`config.mk`:
```
export PLATFORM = sky130hd
export DESIGN_NAME = gzip_member_header_parser_core_flat
export DESIGN_NICKNAME = d
export VERILOG_FILES = /design/src/rtl/gzhp_pkg.sv /design/src/rtl/gzhp_in_if.sv /design/src/rtl/gzhp_out_if.sv /design/src/rtl/gzhp_step.sv /design/src/rtl/gzhp_core_if_note.sv /design/src/rtl/gzip_member_header_parser_core.sv /design/src/flat_wrapper.sv
export SDC_FILE = /design/constraint.sdc
export NUM_CORES = 1
export LEC_CHECK = 0
export BUFFER_PORTS_ARGS = -buffer_cell sky130_fd_sc_hd__buf_2
export CORE_ASPECT_RATIO = 1.1
export CORE_UTILIZATION = 50
export DETAILED_ROUTE_END_ITERATION = 10
export PLACE_DENSITY = 0.72
export SYNTH_ARGS = -nofsm -noshare
export SYNTH_HDL_FRONTEND = slang
export SYNTH_HIERARCHICAL = 1
export SYNTH_SLANG_ARGS = --single-unit
```
`constraint.sdc`:
```
create_clock -name clk -period 6.4 [get_ports clk]
set_input_delay 0.32 -clock clk [delete_from_list [all_inputs] [get_ports clk]]
set_output_delay 0.32 -clock clk [all_outputs]
set_load 0.02 [all_outputs]
```
`src/rtl/gzhp_pkg.sv`:
```
// Shared types, codes and helper functions for the gzip member header parser.
// No dependencies; every other file of the block but the two channel interfaces imports it.
`default_nettype none

package gzhp_pkg;

    // Parse phases of the member header walk.
    typedef enum logic [3:0] {
        PH_MAGIC1  = 4'd0,
        PH_MAGIC2  = 4'd1,
        PH_METHOD  = 4'd2,
        PH_FLAGS   = 4'd3,
        PH_FIXED   = 4'd4,
        PH_XLO     = 4'd5,
        PH_XHI     = 4'd6,
        PH_EXTRA   = 4'd7,
        PH_NAME    = 4'd8,
        PH_COMMENT = 4'd9,
        PH_HCRC    = 4'd10,
        PH_IDLE    = 4'd11
    } phase_t;

    // Status codes reported with every result.
    typedef enum logic [2:0] {
        ST_IN_HEADER = 3'd0,
        ST_DONE      = 3'd1,
        ST_NOT_GZIP  = 3'd2,
        ST_BAD       = 3'd3,
        ST_TRUNC     = 3'd4,
        ST_EMPTY     = 3'd5,
        ST_LONE      = 3'd6,
        ST_IDLE      = 3'd7
    } status_t;

    // Item kinds on the input channel; the undefined kind is ignored.
    localparam logic [1:0] KIND_DATA    = 2'd0;
    localparam logic [1:0] KIND_END     = 2'd1;
    localparam logic [1:0] KIND_RESTART = 2'd2;
    localparam logic [1:0] KIND_UNDEF   = 2'd3;

    localparam logic [7:0] MAGIC1         = 8'h1f;
    localparam logic [7:0] MAGIC2         = 8'h8b;
    localparam logic [7:0] METHOD_DEFLATE = 8'h08;
    localparam logic [7:0] FLG_RESERVED   = 8'he0;
    localparam logic [7:0] FLG_EXTRA      = 8'h04;
    localparam logic [7:0] FLG_NAME       = 8'h08;
    localparam logic [7:0] FLG_COMMENT    = 8'h10;
    localparam logic [7:0] FLG_HCRC       = 8'h02;

    // Index of the last of the six fixed bytes (time, extra flags, OS).
    localparam logic [2:0] FIXED_LAST = 3'd5;

    typedef struct packed {
        phase_t      phase;
        logic [7:0]  flag_byte;
        logic        method_deflate;
        logic [2:0]  fixed_cnt;
        logic [15:0] extra_left;
    } hdr_state_t;

    typedef struct packed {
        status_t    status;
        logic [1:0] replay_count;
        logic [7:0] header_flags;
    } hdr_result_t;

    // First optional section at or after 'from' whose flag is set.
    function automatic phase_t next_section(phase_t from, logic [7:0] flags);
        phase_t ph;
        ph = PH_IDLE;
        if (from <= PH_XLO && (flags & FLG_EXTRA) != 8'h00)
            ph = PH_XLO;
        else if (from <= PH_NAME && (flags & FLG_NAME) != 8'h00)
            ph = PH_NAME;
        else if (from <= PH_COMMENT && (flags & FLG_COMMENT) != 8'h00)
            ph = PH_COMMENT;
        else if (from <= PH_HCRC && (flags & FLG_HCRC) != 8'h00)
            ph = PH_HCRC;
        return ph;
    endfunction

endpackage

`default_nettype wire

```
`src/rtl/gzhp_in_if.sv`:
```
// Input channel of the header parser: valid/ready handshake with one stream item.
// No dependencies.
`default_nettype none

interface gzhp_in_if;
    logic       valid;
    logic       ready;
    logic [1:0] kind;
    logic [7:0] in_byte;

    modport source (output valid, output kind, output in_byte, input ready);
    modport sink   (input valid, input kind, input in_byte, output ready);
endinterface

`default_nettype wire

```
`src/rtl/gzhp_out_if.sv`:
```
// Result channel of the header parser: valid/ready handshake with one status item.
// No dependencies.
`default_nettype none

interface gzhp_out_if;
    logic       valid;
    logic       ready;
    logic [2:0] status;
    logic [1:0] replay_count;
    logic [7:0] header_flags;

    modport source (output valid, output status, output replay_count,
                    output header_flags, input ready);
    modport sink   (input valid, input status, input replay_count,
                    input header_flags, output ready);
endinterface

`default_nettype wire

```
`src/rtl/gzhp_step.sv`:
```
// Next-state and result logic for one stream item of the header walk.
// Depends on gzhp_pkg.
`default_nettype none

module gzhp_step (
    input  var gzhp_pkg::hdr_state_t  cur,
    input  var logic [1:0]            kind,
    input  var logic [7:0]            in_byte,
    output var gzhp_pkg::hdr_state_t  nxt,
    output var gzhp_pkg::hdr_result_t res
);
    import gzhp_pkg::*;

    logic    active;
    phase_t  sect;
    status_t status;
    logic [1:0]  replay;
    logic [15:0] extra_new;

    always_comb
    begin
        nxt       = cur;
        status    = ST_IN_HEADER;
        replay    = 2'd0;
        sect      = PH_IDLE;
        extra_new = cur.extra_left;
        active    = (cur.phase < PH_IDLE);

        priority if (kind == KIND_RESTART)
        begin
            nxt.phase          = PH_MAGIC1;
            nxt.flag_byte      = 8'h00;
            nxt.method_deflate = 1'b0;
            nxt.fixed_cnt      = 3'd0;
            nxt.extra_left     = 16'd0;
            status             = ST_IDLE;
        end
        else if (kind != KIND_DATA && kind != KIND_END)
        begin
            status = active ? ST_IN_HEADER : ST_IDLE;
        end
        else if (!active)
        begin
            status = ST_IDLE;
        end
        else if (kind == KIND_END)
        begin
            if (cur.phase == PH_MAGIC1)
                status = ST_EMPTY;
            else if (cur.phase == PH_MAGIC2)
            begin
                status = ST_LONE;
                replay = 2'd1;
            end
            else
                status = ST_TRUNC;
            nxt.phase = PH_IDLE;
        end
        else
        begin
            // A data byte. 'sect' is the phase entered when a section ends.
            sect = cur.phase;
            unique case (cur.phase)
                PH_MAGIC1:
                begin
                    if (in_byte == MAGIC1)
                        nxt.phase = PH_MAGIC2;
                    else
                    begin
                        status    = ST_NOT_GZIP;
                        replay    = 2'd1;
                        nxt.phase = PH_IDLE;
                    end
                end
                PH_MAGIC2:
                begin
                    if (in_byte == MAGIC2)
                        nxt.phase = PH_METHOD;
                    else
                    begin
                        status    = ST_NOT_GZIP;
                        replay    = 2'd2;
                        nxt.phase = PH_IDLE;
                    end
                end
                PH_METHOD:
                begin
                    nxt.method_deflate = (in_byte == METHOD_DEFLATE);
                    nxt.phase          = PH_FLAGS;
                end
                PH_FLAGS:
                begin
                    nxt.flag_byte = in_byte;
                    if (!cur.method_deflate || (in_byte & FLG_RESERVED) != 8'h00)
                    begin
                        status    = ST_BAD;
                        nxt.phase = PH_IDLE;
                    end
                    else
                    begin
                        nxt.phase     = PH_FIXED;
                        nxt.fixed_cnt = 3'd0;
                    end
                end
                PH_FIXED:
                begin
                    if (cur.fixed_cnt >= FIXED_LAST)
                    begin
                        sect          = next_section(PH_XLO, cur.flag_byte);
                        nxt.phase     = sect;
                        nxt.fixed_cnt = 3'd0;
                        status        = (sect == PH_IDLE) ? ST_DONE : ST_IN_HEADER;
                    end
                    else
                        nxt.fixed_cnt = cur.fixed_cnt + 3'd1;
                end
                PH_XLO:
                begin
                    nxt.extra_left = {8'h00, in_byte};
                    nxt.phase      = PH_XHI;
                end
                PH_XHI:
                begin
                    extra_new      = {in_byte, cur.extra_left[7:0]};
                    nxt.extra_left = extra_new;
                    if (extra_new == 16'd0)
                    begin
                        sect          = next_section(PH_NAME, cur.flag_byte);
                        nxt.phase     = sect;
                        nxt.fixed_cnt = 3'd0;
                        status        = (sect == PH_IDLE) ? ST_DONE : ST_IN_HEADER;
                    end
                    else
                        nxt.phase = PH_EXTRA;
                end
                PH_EXTRA:
                begin
                    extra_new      = cur.extra_left - 16'd1;
                    nxt.extra_left = extra_new;
                    if (extra_new == 16'd0)
                    begin
                        sect          = next_section(PH_NAME, cur.flag_byte);
                        nxt.phase     = sect;
                        nxt.fixed_cnt = 3'd0;
                        status        = (sect == PH_IDLE) ? ST_DONE : ST_IN_HEADER;
                    end
                end
                PH_NAME:
                begin
                    if (in_byte == 8'h00)
                    begin
                        sect          = next_section(PH_COMMENT, cur.flag_byte);
                        nxt.phase     = sect;
                        nxt.fixed_cnt = 3'd0;
                        status        = (sect == PH_IDLE) ? ST_DONE : ST_IN_HEADER;
                    end
                end
                PH_COMMENT:
                begin
                    if (in_byte == 8'h00)
                    begin
                        sect          = next_section(PH_HCRC, cur.flag_byte);
                        nxt.phase     = sect;
                        nxt.fixed_cnt = 3'd0;
                        status        = (sect == PH_IDLE) ? ST_DONE : ST_IN_HEADER;
                    end
                end
                PH_HCRC:
                begin
                    if (cur.fixed_cnt >= 3'd1)
                    begin
                        nxt.phase     = PH_IDLE;
                        nxt.fixed_cnt = 3'd0;
                        status        = ST_DONE;
                    end
                    else
                        nxt.fixed_cnt = 3'd1;
                end
                default:
                begin
                    status = ST_IDLE;
                end
            endcase
        end

        res.status       = status;
        res.replay_count = replay;
        res.header_flags = nxt.flag_byte;
    end

endmodule

`default_nettype wire

```
`src/rtl/gzhp_core_if_note.sv`:
```
// Header phase register and result register of the parser, kept as one stage.
// Depends on gzhp_pkg and gzhp_step.
`default_nettype none

module gzhp_stage (
    input  var logic                  clk,
    input  var logic                  rst_n,
    input  var logic                  load,
    input  var logic                  drain,
    input  var logic [1:0]            kind,
    input  var logic [7:0]            in_byte,
    output var logic                  res_valid,
    output var gzhp_pkg::hdr_result_t res,
    output var gzhp_pkg::phase_t      phase
);
    import gzhp_pkg::*;

    hdr_state_t  state_reg;
    hdr_state_t  state_next;
    hdr_result_t res_reg;
    hdr_result_t res_next;
    logic        valid_reg;

    gzhp_step u_step (
        .cur     (state_reg),
        .kind    (kind),
        .in_byte (in_byte),
        .nxt     (state_next),
        .res     (res_next)
    );

    always_ff @(posedge clk or negedge rst_n)
    begin
        if (!rst_n)
        begin
            state_reg.phase          <= PH_MAGIC1;
            state_reg.flag_byte      <= 8'h00;
            state_reg.method_deflate <= 1'b0;
            state_reg.fixed_cnt      <= 3'd0;
            state_reg.extra_left     <= 16'd0;
            valid_reg                <= 1'b0;
        end
        else
        begin
            if (load)
                state_reg <= state_next;
            if (load)
                valid_reg <= 1'b1;
            else if (drain)
                valid_reg <= 1'b0;
        end
    end

    always_ff @(posedge clk)
    begin
        if (load)
            res_reg <= res_next;
    end

    assign res_valid = valid_reg;
    assign res       = res_reg;
    assign phase     = state_reg.phase;

    // Replay bytes only ever accompany a non-gzip or lone-magic report.
    a_replay_status: assert property (@(posedge clk) disable iff (!rst_n)
        load && res_next.replay_count != 2'd0
        |-> res_next.status == ST_NOT_GZIP || res_next.status == ST_LONE)
        else $error("replay count with unexpected status");

    // Any terminal report leaves the walk idle until a restart.
    a_error_idle: assert property (@(posedge clk) disable iff (!rst_n)
        load && res_next.status != ST_IN_HEADER && res_next.status != ST_IDLE
        |=> state_reg.phase == PH_IDLE)
        else $error("terminal status without going idle");

    // A restart leaves a fresh walk and an idle report with no flags.
    a_restart: assert property (@(posedge clk) disable iff (!rst_n)
        load && kind == KIND_RESTART
        |=> state_reg.phase == PH_MAGIC1 && valid_reg && res_reg.status == ST_IDLE
            && res_reg.header_flags == 8'h00)
        else $error("restart not taken");

endmodule

`default_nettype wire

```
`src/rtl/gzip_member_header_parser_core.sv`:
```
// Top level of the gzip member header parser: channel handshakes around one stage.
// Depends on gzhp_pkg, gzhp_in_if, gzhp_out_if and gzhp_stage.
//
// Usage: the source presents one item per transfer on 'item': a stream byte
// (kind 0), end of input data (kind 1) or a restart before the next member
// header (kind 2). Every accepted item produces exactly one transfer on
// 'result' carrying a status code, a replay count for bytes that turned out
// to be payload, and the header flag byte once it has been seen.
// The result is registered: the result of an item accepted at one clock edge is
// valid after that edge. Throughput is one item per cycle while the sink takes
// results; the single result register is refilled in the same cycle that the
// sink takes its transfer. When the sink stalls, the result register holds and
// 'item.ready' drops until the register is emptied, so nothing is lost or
// repeated. Reset clears the walk to waiting for the first magic byte with no
// flags seen, and empties the result register. After a header completes or an
// error is reported, bytes and end markers report idle until a restart.
`default_nettype none

module gzip_member_header_parser_core (
    input  var logic   clk,
    input  var logic   rst_n,
    gzhp_in_if.sink    item,
    gzhp_out_if.source result
);
    import gzhp_pkg::*;

    logic        load;
    logic        drain;
    logic        res_valid;
    hdr_result_t res;
    phase_t      phase;

    assign drain      = result.valid && result.ready;
    assign item.ready = !res_valid || result.ready;
    assign load       = item.valid && item.ready;

    gzhp_stage u_stage (
        .clk       (clk),
        .rst_n     (rst_n),
        .load      (load),
        .drain     (drain),
        .kind      (item.kind),
        .in_byte   (item.in_byte),
        .res_valid (res_valid),
        .res       (res),
        .phase     (phase)
    );

    assign result.valid        = res_valid;
    assign result.status       = res.status;
    assign result.replay_count = res.replay_count;
    assign result.header_flags = res.header_flags;

    // Every accepted item leaves a result waiting in the next cycle.
    a_accept_result: assert property (@(posedge clk) disable iff (!rst_n)
        load |=> result.valid)
        else $error("accepted item produced no result");

    // An item is never taken while an untaken result would be overwritten.
    a_no_overwrite: assert property (@(posedge clk) disable iff (!rst_n)
        result.valid && !result.ready |-> !load)
        else $error("result overwritten while stalled");

    // While idle, only a restart brings the walk back into a header.
    a_idle_sticky: assert property (@(posedge clk) disable iff (!rst_n)
        phase == PH_IDLE && !(load && item.kind == KIND_RESTART)
        |=> phase == PH_IDLE)
        else $error("left idle without restart");

endmodule

`default_nettype wire

```
`src/flat_wrapper.sv`:
```
// flat-port wrapper written by rule: the top's interface ports become plain ports
module gzip_member_header_parser_core_flat import gzhp_pkg::*;
  (clk, rst_n, item_valid, item_kind, item_in_byte, item_ready, result_valid, result_status, result_replay_count, result_header_flags, result_ready);
  gzhp_in_if item_i ();
  gzhp_out_if result_i ();
  input  var logic clk;
  input  var logic rst_n;
  input wire logic [$bits(item_i.valid)-1:0] item_valid;
  input wire logic [$bits(item_i.kind)-1:0] item_kind;
  input wire logic [$bits(item_i.in_byte)-1:0] item_in_byte;
  output wire logic [$bits(item_i.ready)-1:0] item_ready;
  output wire logic [$bits(result_i.valid)-1:0] result_valid;
  output wire logic [$bits(result_i.status)-1:0] result_status;
  output wire logic [$bits(result_i.replay_count)-1:0] result_replay_count;
  output wire logic [$bits(result_i.header_flags)-1:0] result_header_flags;
  input wire logic [$bits(result_i.ready)-1:0] result_ready;
  assign item_i.valid = item_valid;
  assign item_i.kind = item_kind;
  assign item_i.in_byte = item_in_byte;
  assign item_ready = item_i.ready;
  assign result_valid = result_i.valid;
  assign result_status = result_i.status;
  assign result_replay_count = result_i.replay_count;
  assign result_header_flags = result_i.header_flags;
  assign result_i.ready = result_ready;
  gzip_member_header_parser_core u_core (.clk(clk), .rst_n(rst_n), .item(item_i), .result(result_i));
endmodule
```
==> impl_results.md <==
* # hold bufs at CTS at 0
* First-pass GRT wire length at around 15000 um
* Cell row count at 32
* CP max FO at 9
* Die Y at about 90 um
* Maximum clock insertion buffer count at 2
* # fillers at 644
* Worst-Margin Slew at a little over 0.8 ns
* RR Startpoint: u_core/u_stage/state_reg[1]$_DFFE_PN0P_
* Via count at between 3k and 4k
* Vias per cell at ~6.4
* CP Capture Type: register
* Area Growth Syn to Fin at 2.597%
* Vias in the first global route at 2916
* Worst path slowest cell: or4b_4
* Post-layout minimum cycle time at roughly 3.5 ns
* WS Path Type: reg -> reg
* Final hold violations at 0
* Antenna diode count at 0
* Nets at 412
* Fmax at 288.5 MHz
* RSZ-0062 raised after global routing: false
* Clock Tree Root: clkbuf_8
* Max reg flops at 28
* Req. time, crit path at roughly 6.6 ns
* Reg2reg path depth at 9
* Mapped Cells at between 300 and 400
* Final Routed Wirelength at a little under 9000 um
* Commonest non-fill, non-tap cell in the layout: nor2_1
* PortBufs at 28
* Final Util at between 50% and 60%
* H-tree depth at 2
* Max-cap viol count at 0
* Die ar. at roughly 7800 um^2
* Failing checks: DRC
* Starting Density at a little over half
* Remaining antenna violation count at 0
* CP max stage delay at 0.53 ns
* Pleak at 1.659 nW
* CP arrival at 3.66 ns
* Post-cts resize count at 0
* Status: finished, violations left
* Hold Path Class: in -> async
* Clk Latency, worst-skew pair at between 0.3 and 0.4 ns
* Setup_tns at 0 ns
* Sinks on Clock Net at 46
* Pwr Density at roughly 270 nW/um^2
* Tot GR Track Use at between 20% and 30%
* Crit start category: register
* Pin count of the biggest net entering global routing at 47
* Core area at 7087 um^2
* Final Max Tran Viols at 0
* Layout cell share with drive strength beyond 1 at 24.56%
* Syn. warnings at 6
* Reg2Reg Capture Point: u_core/u_stage/phase[0]$_DFFE_PN0P_
* R2R setup slack at just under 3 ns
* Crit path cell chain: inv_1 > ha_1 > or3b_1 > or4b_4 > xnor2_1 > a2111oi_4 > o21ai_2 > o41a_1 > mux2_4
* Gp weighted congestion at 0.9517
* Drt initial violations at around 320
* Clock slew at reported path FFs at 0.10 ns
* GRT Residual Overflow at 0
* Post-Syn Nets at between 400 and 500
* Period utilization at 54.15%
* Slew HR at between 40% and 50%
* Routed length per instance at 18.47 um
* Num ports at 29
* Most frequent cells in the layout: nor2_1, dfrtp_1, nand2_1, mux2_4, buf_2
* CTS tree: built
* Max VDD drop at approximately 110 uV
* Syn Area/Cell at about 9.5 um^2
* Clock Skews at around 0.016 ns
* Setup Viol. Count Final at 0
* Synthesized area at 3710 um^2
* Die width at ~84 um
* Post-CTS Setup Inserts at 0
* Initial antenna violation count at 0
* Number of remaining DRC errors at 10
* CTS Buf Count at 5
* Final HPWL DP at between 6000 and 7000 um
* 1st-pass router iterations at 8
-- power breakdown --
part / internal [mW] / switching, mW / leakage (nW)
registers: 0.349 / 0.0735 / 0.575
logic: 0.195 / 0.236 / 1.04
clock network: 0.0791 / 0.113 / 0.0447
-- worst max path at each step --
stage	start	end	slack (ns)	cells after the start
floorplan	u_core/u_stage/state_reg[0]$_DFFE_PN0P_	u_core/u_stage/phase[0]$_DFFE_PN0P_	3.22	10
global placement	u_core/u_stage/state_reg[0]$_DFFE_PN0P_	u_core/u_stage/phase[0]$_DFFE_PN0P_	3.08	9
detailed placement	u_core/u_stage/state_reg[1]$_DFFE_PN0P_	u_core/u_stage/phase[0]$_DFFE_PN0P_	3.01	9
CTS	u_core/u_stage/state_reg[1]$_DFFE_PN0P_	u_core/u_stage/phase[0]$_DFFE_PN0P_	2.97	9
global route	u_core/u_stage/state_reg[1]$_DFFE_PN0P_	u_core/u_stage/phase[0]$_DFFE_PN0P_	2.78	9
finish	u_core/u_stage/state_reg[1]$_DFFE_PN0P_	u_core/u_stage/phase[0]$_DFFE_PN0P_	2.93	9
-- through the flow --
stage / hold slack [ns] / cells / cell area (um^2) / power (mW) / setup WS, ns
global route: 0.1629 / 480 / 3806 / 1.113 / 2.781
finish: 0.08131 / 480 / 3806 / 1.045 / 2.934
CTS: 0.1124 / 480 / 3806 / 1.045 / 2.972
floorplan: 0.02441 / 389 / 3710 / 0.7883 / 3.220
global placement: 0.4574 / 472 / 3712 / 0.8404 / 3.080
detailed placement: 0.4578 / 472 / 3712 / 0.8493 / 3.009
-- layer usage --
layer | vias to the layer above | GRT usage [%] | wire, um
met5 | - | 0 | 0
met2 | 118 | 39.75 | 4202
met1 | 1482 | 33.35 | 4007
li1 | 1450 | - | -
met4 | 0 | 9.914 | 171
met3 | 16 | 2.674 | 485
-- worst max-delay path: cells and delay by family (launching register included) --
family                   cells  cell delay [ns]
AO/OA/AOI/OAI                3             1.05
XOR/XNOR                     1             0.19
adder cells (fa/ha/maj)      1             0.28
buffers and inverters        1             0.11
flip-flops                   1             0.48
multiplexers                 1             0.26
AND/OR/NAND/NOR              2             0.98
-- final cells by class --
cell class              count  area (um^2)  area share, %
multi-input cells         301         2193          57.63
flip-flops and latches     46         1216          31.95
repair buffers             31        162.7          4.274
well taps                  85        106.4          2.794
clock buffers               5        68.82          1.808
inverters                   9        33.78         0.8876
clock inverters             3        25.02         0.6575
Power figures use the tool's default switching activity.
